### src/sv/resp2sp_pkg.sv
// ----------------------------------------------------------------------------
// resp2sp_pkg
// Shared constants, result record and helper functions for the RESP2 reply
// stream parser.
// ----------------------------------------------------------------------------
package resp2sp_pkg;

    localparam int MAX_DEPTH  = 8;
    localparam int LEN_BITS   = 32;
    localparam int SP_W       = $clog2(MAX_DEPTH + 1);
    localparam int IDX_W      = (MAX_DEPTH > 1) ? $clog2(MAX_DEPTH) : 1;
    localparam int NUM_W      = 64;
    localparam int ACC_X_W    = NUM_W + 4;
    localparam int FIFO_DEPTH = 4;
    localparam int FIFO_AW    = 2;
    localparam int FIFO_CW    = 3;

    localparam logic [ACC_X_W-1:0] LIM_NEG = ACC_X_W'(1) << 63;
    localparam logic [ACC_X_W-1:0] LIM_INT = LIM_NEG - ACC_X_W'(1);
    localparam logic [ACC_X_W-1:0] LIM_LEN = (ACC_X_W'(1) << LEN_BITS) - ACC_X_W'(1);

    localparam logic [7:0] CH_CR     = 8'h0D;
    localparam logic [7:0] CH_LF     = 8'h0A;
    localparam logic [7:0] CH_PLUS   = 8'h2B;
    localparam logic [7:0] CH_MINUS  = 8'h2D;
    localparam logic [7:0] CH_COLON  = 8'h3A;
    localparam logic [7:0] CH_DOLLAR = 8'h24;
    localparam logic [7:0] CH_STAR   = 8'h2A;
    localparam logic [7:0] CH_ZERO   = 8'h30;
    localparam logic [7:0] CH_NINE   = 8'h39;

    localparam logic [2:0] ET_SIMPLE = 3'd0;
    localparam logic [2:0] ET_ERROR  = 3'd1;
    localparam logic [2:0] ET_INT    = 3'd2;
    localparam logic [2:0] ET_BULK   = 3'd3;
    localparam logic [2:0] ET_ARRAY  = 3'd4;

    typedef struct packed {
        logic             content_valid;
        logic [7:0]       content_byte;
        logic             element_done;
        logic [2:0]       element_type;
        logic             element_null;
        logic [NUM_W-1:0] number_value;
        logic [3:0]       nest_depth;
        logic             frame_done;
        logic             protocol_error;
        logic             last_of_byte;
    } result_t;

    function automatic logic [3:0] depth_of(input logic [SP_W-1:0] sp);
        logic [NUM_W-1:0] w;
        w = NUM_W'(sp);
        return w[3:0];
    endfunction

    function automatic result_t res_content(input logic [7:0] b);
        result_t r;
        r = '0;
        r.content_valid = 1'b1;
        r.content_byte  = b;
        return r;
    endfunction

    function automatic result_t res_element(input logic [2:0] etype, input logic is_null,
                                            input logic [NUM_W-1:0] num,
                                            input logic [3:0] depth, input logic frame);
        result_t r;
        r = '0;
        r.element_done = 1'b1;
        r.element_type = etype;
        r.element_null = is_null;
        r.number_value = num;
        r.nest_depth   = depth;
        r.frame_done   = frame;
        return r;
    endfunction

    function automatic result_t res_error();
        result_t r;
        r = '0;
        r.protocol_error = 1'b1;
        return r;
    endfunction

endpackage

### src/sv/resp2_stream_parser.sv
// ----------------------------------------------------------------------------
// resp2_stream_parser
// Byte-serial RESP2 reply tokenizer: streams string payload bytes, reports
// completed elements with their number, nesting depth and end of reply.
// ----------------------------------------------------------------------------
// Takes one received byte per cycle on s_ and emits 0, 1 or 2 result items per
// byte on m_, the last of them marked by m_last_of_byte. A byte is taken into
// the input register and parsed from it into a 4-entry result queue, from
// which its results are offered on m_. With m_ready held high the block
// sustains one byte per cycle as long as bytes yield at most one item each;
// s_ready drops only when the result queue has fewer than two free entries.
// Array nesting is tracked in an 8-level stack of remaining element counts;
// closing several levels at once is resolved in the same cycle. Bad prefixes,
// decimal overflow and excess nesting set a sticky error that only reset
// clears. No clearing pass after reset.
module resp2_stream_parser (
    input  logic               aclk,
    input  logic               aresetn,
    input  logic               s_valid,
    output logic               s_ready,
    input  logic [7:0]         s_rx_byte,
    output logic               m_valid,
    input  logic               m_ready,
    output logic               m_content_valid,
    output logic [7:0]         m_content_byte,
    output logic               m_element_done,
    output logic [2:0]         m_element_type,
    output logic               m_element_null,
    output logic signed [63:0] m_number_value,
    output logic [3:0]         m_nest_depth,
    output logic               m_frame_done,
    output logic               m_protocol_error,
    output logic               m_last_of_byte
);
    import resp2sp_pkg::*;

    typedef enum logic [2:0] {
        PH_PREFIX,
        PH_LINE,
        PH_NUM,
        PH_PAYLOAD,
        PH_TRAILER,
        PH_ERROR
    } phase_t;

    // input register
    logic             in_valid_reg;
    logic [7:0]       in_byte_reg;
    logic             fire;

    // parser state
    phase_t            phase_reg, phase_next;
    logic [2:0]        type_reg, type_next;
    logic [NUM_W-1:0]  acc_reg, acc_next;
    logic              neg_reg, neg_next;
    logic              seen_reg, seen_next;
    logic              stop_reg, stop_next;
    logic              pcr_reg, pcr_next;
    logic [LEN_BITS-1:0] bulk_reg, bulk_next;
    logic [1:0]        trail_reg, trail_next;
    logic [SP_W-1:0]   sp_reg, sp_next;
    logic              err_reg, err_next;

    // nesting stack
    logic [LEN_BITS-1:0] stack_reg [MAX_DEPTH];
    logic                one_reg   [MAX_DEPTH];
    logic                stk_we;
    logic [IDX_W-1:0]    stk_widx;
    logic [LEN_BITS-1:0] stk_wdata;
    logic                stk_wone;

    // result queue
    result_t           fifo_reg [FIFO_DEPTH];
    logic [FIFO_AW-1:0] wr_reg, rd_reg;
    logic [FIFO_CW-1:0] cnt_reg;
    result_t           res0, res1, head;
    logic [1:0]        n_res;
    logic              pop;

    // element completion and unwind
    logic [SP_W-1:0]     fin_sp;
    logic [IDX_W-1:0]    dec_idx;
    logic [SP_W-1:0]     dec_pos;
    logic [LEN_BITS-1:0] dec_cur;
    logic                fin_en, err_en;
    logic [2:0]          fin_type;
    logic                fin_null;
    logic [NUM_W-1:0]    fin_num;

    // decimal step
    logic [7:0]          b;
    logic [3:0]          digit;
    logic                is_digit;
    logic [ACC_X_W-1:0]  acc_x10, limit;
    logic                ovf;
    logic                is_null;
    logic [NUM_W-1:0]    sval;

    assign fire    = in_valid_reg && (cnt_reg <= FIFO_CW'(FIFO_DEPTH - 2));
    assign s_ready = !in_valid_reg || fire;
    assign b       = in_byte_reg;

    always_ff @(posedge aclk) begin
        if (!aresetn) begin
            in_valid_reg <= 1'b0;
        end else if (s_ready) begin
            in_valid_reg <= s_valid;
        end
    end

    always_ff @(posedge aclk) begin
        if (s_valid && s_ready) begin
            in_byte_reg <= s_rx_byte;
        end
    end

    // pop every full level above the deepest one with more than one left
    always_comb begin
        fin_sp = '0;
        for (int i = 0; i < MAX_DEPTH; i++) begin
            if ((SP_W'(i) < sp_reg) && !one_reg[i]) begin
                fin_sp = SP_W'(i + 1);
            end
        end
        dec_pos = fin_sp - SP_W'(1);
        dec_idx = dec_pos[IDX_W-1:0];
        dec_cur = stack_reg[dec_idx];
    end

    always_comb begin
        digit    = 4'(b - CH_ZERO);
        is_digit = (b >= CH_ZERO) && (b <= CH_NINE);
        acc_x10  = ({4'b0, acc_reg} << 3) + ({4'b0, acc_reg} << 1) + ACC_X_W'(digit);
        if (neg_reg) begin
            limit = LIM_NEG;
        end else if (type_reg == ET_INT) begin
            limit = LIM_INT;
        end else begin
            limit = LIM_LEN;
        end
        ovf     = acc_x10 > limit;
        is_null = !seen_reg || (neg_reg && (acc_reg != '0));
        sval    = neg_reg ? (NUM_W'(0) - acc_reg) : acc_reg;
    end

    always_comb begin
        phase_next = phase_reg;
        type_next  = type_reg;
        acc_next   = acc_reg;
        neg_next   = neg_reg;
        seen_next  = seen_reg;
        stop_next  = stop_reg;
        pcr_next   = pcr_reg;
        bulk_next  = bulk_reg;
        trail_next = trail_reg;
        sp_next    = sp_reg;
        err_next   = err_reg;
        stk_we     = 1'b0;
        stk_widx   = dec_idx;
        stk_wdata  = dec_cur - LEN_BITS'(1);
        stk_wone   = (dec_cur == LEN_BITS'(2));
        res0       = '0;
        res1       = '0;
        n_res      = 2'd0;
        fin_en     = 1'b0;
        err_en     = 1'b0;
        fin_type   = ET_SIMPLE;
        fin_null   = 1'b0;
        fin_num    = '0;

        if (fire) begin
            unique case (phase_reg)
                PH_PREFIX: begin
                    acc_next  = '0;
                    neg_next  = 1'b0;
                    seen_next = 1'b0;
                    stop_next = 1'b0;
                    pcr_next  = 1'b0;
                    unique case (b)
                        CH_PLUS: begin
                            type_next  = ET_SIMPLE;
                            phase_next = PH_LINE;
                        end
                        CH_MINUS: begin
                            type_next  = ET_ERROR;
                            phase_next = PH_LINE;
                        end
                        CH_COLON: begin
                            type_next  = ET_INT;
                            phase_next = PH_NUM;
                        end
                        CH_DOLLAR: begin
                            type_next  = ET_BULK;
                            phase_next = PH_NUM;
                        end
                        CH_STAR: begin
                            type_next  = ET_ARRAY;
                            phase_next = PH_NUM;
                        end
                        default: begin
                            err_en = 1'b1;
                        end
                    endcase
                end
                PH_LINE: begin
                    if (pcr_reg && (b == CH_LF)) begin
                        pcr_next = 1'b0;
                        fin_en   = 1'b1;
                        fin_type = type_reg;
                    end else begin
                        pcr_next = (b == CH_CR);
                        if (pcr_reg) begin
                            res0 = res_content(CH_CR);
                            if (b != CH_CR) begin
                                res1  = res_content(b);
                                n_res = 2'd2;
                            end else begin
                                n_res = 2'd1;
                            end
                        end else if (b != CH_CR) begin
                            res0  = res_content(b);
                            n_res = 2'd1;
                        end
                    end
                end
                PH_NUM: begin
                    if (pcr_reg && (b == CH_LF)) begin
                        pcr_next = 1'b0;
                        if (type_reg == ET_INT) begin
                            fin_en   = 1'b1;
                            fin_type = ET_INT;
                            fin_num  = sval;
                        end else if (type_reg == ET_BULK) begin
                            if (is_null) begin
                                fin_en   = 1'b1;
                                fin_type = ET_BULK;
                                fin_null = 1'b1;
                                fin_num  = '1;
                            end else begin
                                bulk_next  = acc_reg[LEN_BITS-1:0];
                                trail_next = 2'd2;
                                phase_next = (acc_reg == '0) ? PH_TRAILER : PH_PAYLOAD;
                            end
                        end else begin
                            if (is_null) begin
                                fin_en   = 1'b1;
                                fin_type = ET_ARRAY;
                                fin_null = 1'b1;
                                fin_num  = '1;
                            end else if (acc_reg == '0) begin
                                fin_en   = 1'b1;
                                fin_type = ET_ARRAY;
                            end else if (sp_reg >= SP_W'(MAX_DEPTH)) begin
                                err_en = 1'b1;
                            end else begin
                                res0       = res_element(ET_ARRAY, 1'b0, acc_reg,
                                                         depth_of(sp_reg), 1'b0);
                                n_res      = 2'd1;
                                stk_we     = 1'b1;
                                stk_widx   = sp_reg[IDX_W-1:0];
                                stk_wdata  = acc_reg[LEN_BITS-1:0];
                                stk_wone   = (acc_reg == NUM_W'(1));
                                sp_next    = sp_reg + SP_W'(1);
                                phase_next = PH_PREFIX;
                            end
                        end
                    end else begin
                        pcr_next = (b == CH_CR);
                        if (!stop_reg) begin
                            if ((b == CH_MINUS) && !seen_reg && !neg_reg) begin
                                neg_next = 1'b1;
                            end else if (!is_digit) begin
                                stop_next = 1'b1;
                            end else if (ovf) begin
                                err_en = 1'b1;
                            end else begin
                                acc_next  = acc_x10[NUM_W-1:0];
                                seen_next = 1'b1;
                            end
                        end
                    end
                end
                PH_PAYLOAD: begin
                    res0      = res_content(b);
                    n_res     = 2'd1;
                    bulk_next = bulk_reg - LEN_BITS'(1);
                    if (bulk_reg == LEN_BITS'(1)) begin
                        trail_next = 2'd2;
                        phase_next = PH_TRAILER;
                    end
                end
                PH_TRAILER: begin
                    if (trail_reg > 2'd1) begin
                        trail_next = trail_reg - 2'd1;
                    end else begin
                        trail_next = 2'd0;
                        fin_en     = 1'b1;
                        fin_type   = ET_BULK;
                        fin_num    = acc_reg;
                    end
                end
                default: begin
                    err_en = 1'b1;
                end
            endcase

            if (fin_en) begin
                res0       = res_element(fin_type, fin_null, fin_num, depth_of(sp_reg),
                                         fin_sp == '0);
                n_res      = 2'd1;
                sp_next    = fin_sp;
                stk_we     = (fin_sp != '0);
                phase_next = PH_PREFIX;
            end
            if (err_en) begin
                res0       = res_error();
                n_res      = 2'd1;
                err_next   = 1'b1;
                phase_next = PH_ERROR;
            end
            if (n_res == 2'd1) begin
                res0.last_of_byte = 1'b1;
            end
            if (n_res == 2'd2) begin
                res1.last_of_byte = 1'b1;
            end
        end
    end

    always_ff @(posedge aclk) begin
        if (!aresetn) begin
            phase_reg <= PH_PREFIX;
            type_reg  <= ET_SIMPLE;
            acc_reg   <= '0;
            neg_reg   <= 1'b0;
            seen_reg  <= 1'b0;
            stop_reg  <= 1'b0;
            pcr_reg   <= 1'b0;
            bulk_reg  <= '0;
            trail_reg <= '0;
            sp_reg    <= '0;
            err_reg   <= 1'b0;
        end else begin
            phase_reg <= phase_next;
            type_reg  <= type_next;
            acc_reg   <= acc_next;
            neg_reg   <= neg_next;
            seen_reg  <= seen_next;
            stop_reg  <= stop_next;
            pcr_reg   <= pcr_next;
            bulk_reg  <= bulk_next;
            trail_reg <= trail_next;
            sp_reg    <= sp_next;
            err_reg   <= err_next;
        end
    end

    always_ff @(posedge aclk) begin
        if (stk_we) begin
            stack_reg[stk_widx] <= stk_wdata;
            one_reg[stk_widx]   <= stk_wone;
        end
    end

    // result queue
    assign pop  = m_valid && m_ready;
    assign head = fifo_reg[rd_reg];

    always_ff @(posedge aclk) begin
        if (!aresetn) begin
            wr_reg  <= '0;
            rd_reg  <= '0;
            cnt_reg <= '0;
        end else begin
            wr_reg  <= wr_reg + FIFO_AW'(n_res);
            rd_reg  <= rd_reg + FIFO_AW'(pop);
            cnt_reg <= cnt_reg + FIFO_CW'(n_res) - FIFO_CW'(pop);
        end
    end

    always_ff @(posedge aclk) begin
        if (n_res != 2'd0) begin
            fifo_reg[wr_reg] <= res0;
        end
        if (n_res == 2'd2) begin
            fifo_reg[wr_reg + FIFO_AW'(1)] <= res1;
        end
    end

    assign m_valid          = (cnt_reg != '0);
    assign m_content_valid  = head.content_valid;
    assign m_content_byte   = head.content_byte;
    assign m_element_done   = head.element_done;
    assign m_element_type   = head.element_type;
    assign m_element_null   = head.element_null;
    assign m_number_value   = head.number_value;
    assign m_nest_depth     = head.nest_depth;
    assign m_frame_done     = head.frame_done;
    assign m_protocol_error = head.protocol_error;
    assign m_last_of_byte   = head.last_of_byte;

`ifndef NO_ASSERTIONS
    a_queue_bound: assert property (@(posedge aclk) disable iff (!aresetn)
        cnt_reg <= FIFO_CW'(FIFO_DEPTH))
        else $error("result queue overflow");

    a_stack_bound: assert property (@(posedge aclk) disable iff (!aresetn)
        sp_reg <= SP_W'(MAX_DEPTH))
        else $error("nesting stack beyond its depth");

    a_error_sticky: assert property (@(posedge aclk) disable iff (!aresetn)
        err_reg |=> err_reg)
        else $error("protocol error cleared without reset");

    a_error_phase: assert property (@(posedge aclk) disable iff (!aresetn)
        err_reg == (phase_reg == PH_ERROR))
        else $error("error flag and parse phase disagree");
`endif

endmodule

### config.mk
export PLATFORM = sky130hd
export DESIGN_NAME = resp2_stream_parser
export DESIGN_NICKNAME = d
export VERILOG_FILES = /design/src/sv/resp2sp_pkg.sv /design/src/sv/resp2_stream_parser.sv
export SDC_FILE = /design/constraint.sdc
export NUM_CORES = 2
export LEC_CHECK = 0
export BUFFER_PORTS_ARGS = -buffer_cell sky130_fd_sc_hd__buf_2
export CAP_MARGIN = 10
export CORE_UTILIZATION = 50
export CTS_CLUSTER_SIZE = 40
export DETAILED_ROUTE_END_ITERATION = 8
export PLACE_DENSITY = 0.63
export RECOVER_POWER = 100
export SYNTH_ARGS = -nofsm -noshare
export SYNTH_HDL_FRONTEND = slang
export SYNTH_SLANG_ARGS = --single-unit
### constraint.sdc
create_clock -name aclk -period 9.5 [get_ports aclk]
set_clock_uncertainty 0.1 [all_clocks]
set_input_delay 1.425 -clock aclk [delete_from_list [all_inputs] [get_ports aclk]]
set_output_delay 1.425 -clock aclk [all_outputs]
set_load 0.03 [all_outputs]
==> reports/metrics.yaml <==
routing:
  vias: 32130
  first_iter_violations: 2676
  dr.pass1.iters: 5
  drc_errors: 0
  routed_via_density: 6.204
  ant_nets: 0
  wirelength_um: 116900
  routedWlPerCell_um: 22.57
logic_synthesis:
  synth_warnings: 0
  yosysUniqueCellTypes: 92
  synth_top_area_frac: 0.2338
  synth_flop_cell: "dfxtp_1"
  synth_top_cells_by_count: "o21ai_0 (591), nand2_1 (446), dfxtp_1 (420)"
  netlist_area_um2: 40070
  synth_area_leaders: "edfxtp_1 (23%), dfxtp_1 (21%), o21ai_0 (7.4%)"
  synthArstFlopShare: 0
  synthCells: 4088
  synth_edf_count: 312
  synth.avg_cell_area_um2: 9.802
  yosysMostFrequentCell: "o21ai_0"
  synth_top_area_cell: "edfxtp_1"
  synth-seq-cells: 732
  seq_area_frac_synth: 0.4436
  syn_nets: 4309
job:
  maxCapViolCount: 19
final_layout:
  fill_cells: 7033
  drive_gt1_frac: 0.08333
  largest_reg_flops: 340
  area_growth_syn_to_layout_pct: 9.236
  finalInstanceArea_um2: 43770
  nNetsFinal: 4286
global_routing:
  use_met1: 0.3955
  grt_pass1_vias: 30964
  grt_use_met3: 0.04328
  met2_usage: 0.4562
  grt_start_max_net_pins: 120
  grt_pass1_wl_um: 182300
  antenna_found_initial: 3
  grt_busiest_layer: "met2"
  grt-ovfl-total: 0
  grt_usage: 0.2849
die:
  ios: 99
  initial_core_util: 0.5064
  die_y_um: 285.1
  die_x_um: 285.1
  die_area_um2: 81280
  core_area_um2: 79130
  core.rowCount: 103
critical_path:
  worstPathRequired_ns: 9.89
  endpoint_kind: "flop"
  crit_fanout: 37
  worst_ep_arrival_time_ns: 9.16
  crit_type: "flop to flop"
  startpoint_type: "flop"
pwr:
  combPwrFrac: 0.085
  leakage_nw: 16.78
  internal-power_mw: 5.376
  p_seq_frac: 0.472
  switchingPower_mw: 1.783
  clock_power_share: 0.443
  p_per_area_nw_per_um2: 163.5
  swShare: 0.2490
  ir_drop_mv: 0.1614
timing:
  finalSetupViolations: 0
  slew_viol_final: 850
  period_needed_ns: 8.776
  whs_ns: 0.3530
  totalNegativeSetupSlack_ns: 0
  worst_pin_slew_ns: 3.114
  max_freq_mhz: 113.9
  relSlewSlack: -1.079
  rsz0062_at_grt: "false"
  timing.final.crit_share: 0.9238
  finalHoldViolations: 0
place:
  gp_congestion: 0.9610
  placed_area_um2: 41460
  dp_hpwl_um: 76290
  portBuffers: 98
outcome:
  failed_checks: "max-capacitance violations, max-slew violations"
  outcome: "complete, but fails checks"
clocking:
  numCtsBuffers: 80
  cts_buffer_depth: 3
  holdBufCountCts: 0
  cts_max_level: 3
  cts.sinks: 732
  path_clk_slew_ns: 0.06
  insertion_delay_ns: 0.66
  cts_tree: "built"
  root_buffer: "clkbuf_16"
  post-cts-setup-buffers: 0
hold_path:
  hold_class: "flop to flop"
## stage by stage
stage | cells | power (mW) | worst slack [ns] | util
2_1_floorplan | 4088 | 3.866 | 2.530 | -
3_3_place_gp | 5032 | 4.067 | 0.9429 | 0.5238
3_5_place_dp | 5033 | 4.066 | 0.6818 | 0.5240
4_1_cts | 5178 | 7.220 | 0.6301 | 0.5578
5_1_grt | 5178 | 7.374 | 0.1447 | 0.5532
6_report | 5179 | 7.158 | 0.7239 | 0.5532
## path summary, 6_finish.rpt
kind | from | endpoint | slack (ns) | cells past startpoint
max | acc_reg[27]$_SDFFE_PN0P_ | fifo_reg[1][41]$_SDFFE_PP0N_ | 0.72 | 25
max reg2reg | acc_reg[27]$_SDFFE_PN0P_ | fifo_reg[1][41]$_SDFFE_PP0N_ | 0.72 | 25
min | fifo_reg[3][5]$_SDFFE_PP0N_ | fifo_reg[3][5]$_SDFFE_PP0N_ | 0.35 | 2
min reg2reg | fifo_reg[3][5]$_SDFFE_PP0N_ | fifo_reg[3][5]$_SDFFE_PP0N_ | 0.35 | 2
## power by group through the flow
stage	sequential [mW]	clock, mW	combinational (mW)
after floorplan	3.38	0	0.481
after global placement	3.44	0	0.624
after detailed placement	3.44	0	0.622
after CTS	3.38	3.22	0.624
after global routing	3.38	3.35	0.644
final	3.38	3.17	0.610
## cells in the final DEF, fill, tap and decap left out, types with 20 or more instances in the layout
| master | count |
|---|---|
| o21ai_0 | 592 |
| nand2_1 | 442 |
| dfxtp_1 | 418 |
| edfxtp_1 | 312 |
| nand3b_1 | 235 |
| a21oi_1 | 215 |
| ha_1 | 206 |
| nor2_1 | 173 |
| inv_1 | 148 |
| clkbuf_1 | 118 |
| mux4_2 | 115 |
| mux2i_1 | 105 |
| nand3_1 | 95 |
| clkbuf_16 | 83 |
| xnor2_1 | 55 |
| nor3_1 | 47 |
| nand4_1 | 46 |
| xor2_1 | 37 |
| and2_0 | 37 |
| a21o_1 | 34 |
| o31ai_1 | 29 |
| nor4_1 | 28 |
| buf_4 | 27 |
| nor2b_1 | 26 |
| a22o_1 | 25 |
| o22ai_1 | 23 |
| a31oi_1 | 22 |
| and3_1 | 22 |
| nand2b_1 | 21 |
| o2bb2ai_1 | 20 |
## repair_timing
item | 4_1_cts | 5_1_grt
endpoints found under the setup margin | 0 | 1
hold endpoints to repair | 0 | 0
gates resized for setup | 0 | 1
## layer usage
metal,vias up,part of all wire
li1,15129,-
met5,-,0.00011
met1,15761,0.45
met2,1034,0.46
met3,204,0.062
met4,2,0.030
## worst max-delay path: stages, from the launching register on
cell and delay (ns):
dfxtp_1 0.53, ha_1 0.30, ha_1 0.44, nand4_1 0.18
nor3_1 0.27, or4b_2 0.64, a211o_1 0.28, a311oi_1 0.53
a21o_1 0.21, a21boi_0 0.18, o31ai_1 0.31, xnor2_1 0.20
inv_1 0.08, ha_1 0.30, nand4_1 0.18, nor3_1 0.24
nand2_1 0.07, nor4_1 0.20, a21oi_1 0.08, and3_1 0.19
a211oi_1 0.42, a41o_1 0.41, nand2_1 0.21, nand2_1 0.90
clkbuf_2 0.87, o21ai_0 0.22
## cell type report
cell class / count / area (µm²) / share of cell area
Timing Repair Buffer: 153 / 739.5 / 0.01689
Sequential cell: 732 / 17780 / 0.4063
Multi-Input combinational cell: 2950 / 20700 / 0.4729
Inverter: 148 / 555.5 / 0.01269
Clock inverter: 36 / 382.9 / 0.008747
Tap cell: 1050 / 1314 / 0.03001
Clock buffer: 109 / 2295 / 0.05242
Antenna cell: 1 / 2.502 / 0.00005717
## kinds of logic after synthesis
kind of cell,count (synthesis),share of synthesized area
simple gates,1274,0.1656
compound gates,1152,0.1716
flops,732,0.4436
buf+inv,406,0.04156
mux,222,0.09142
fa+ha+maj,209,0.06582
xor+xnor,93,0.02033
Note: power is estimated with default switching activity, not from simulation.
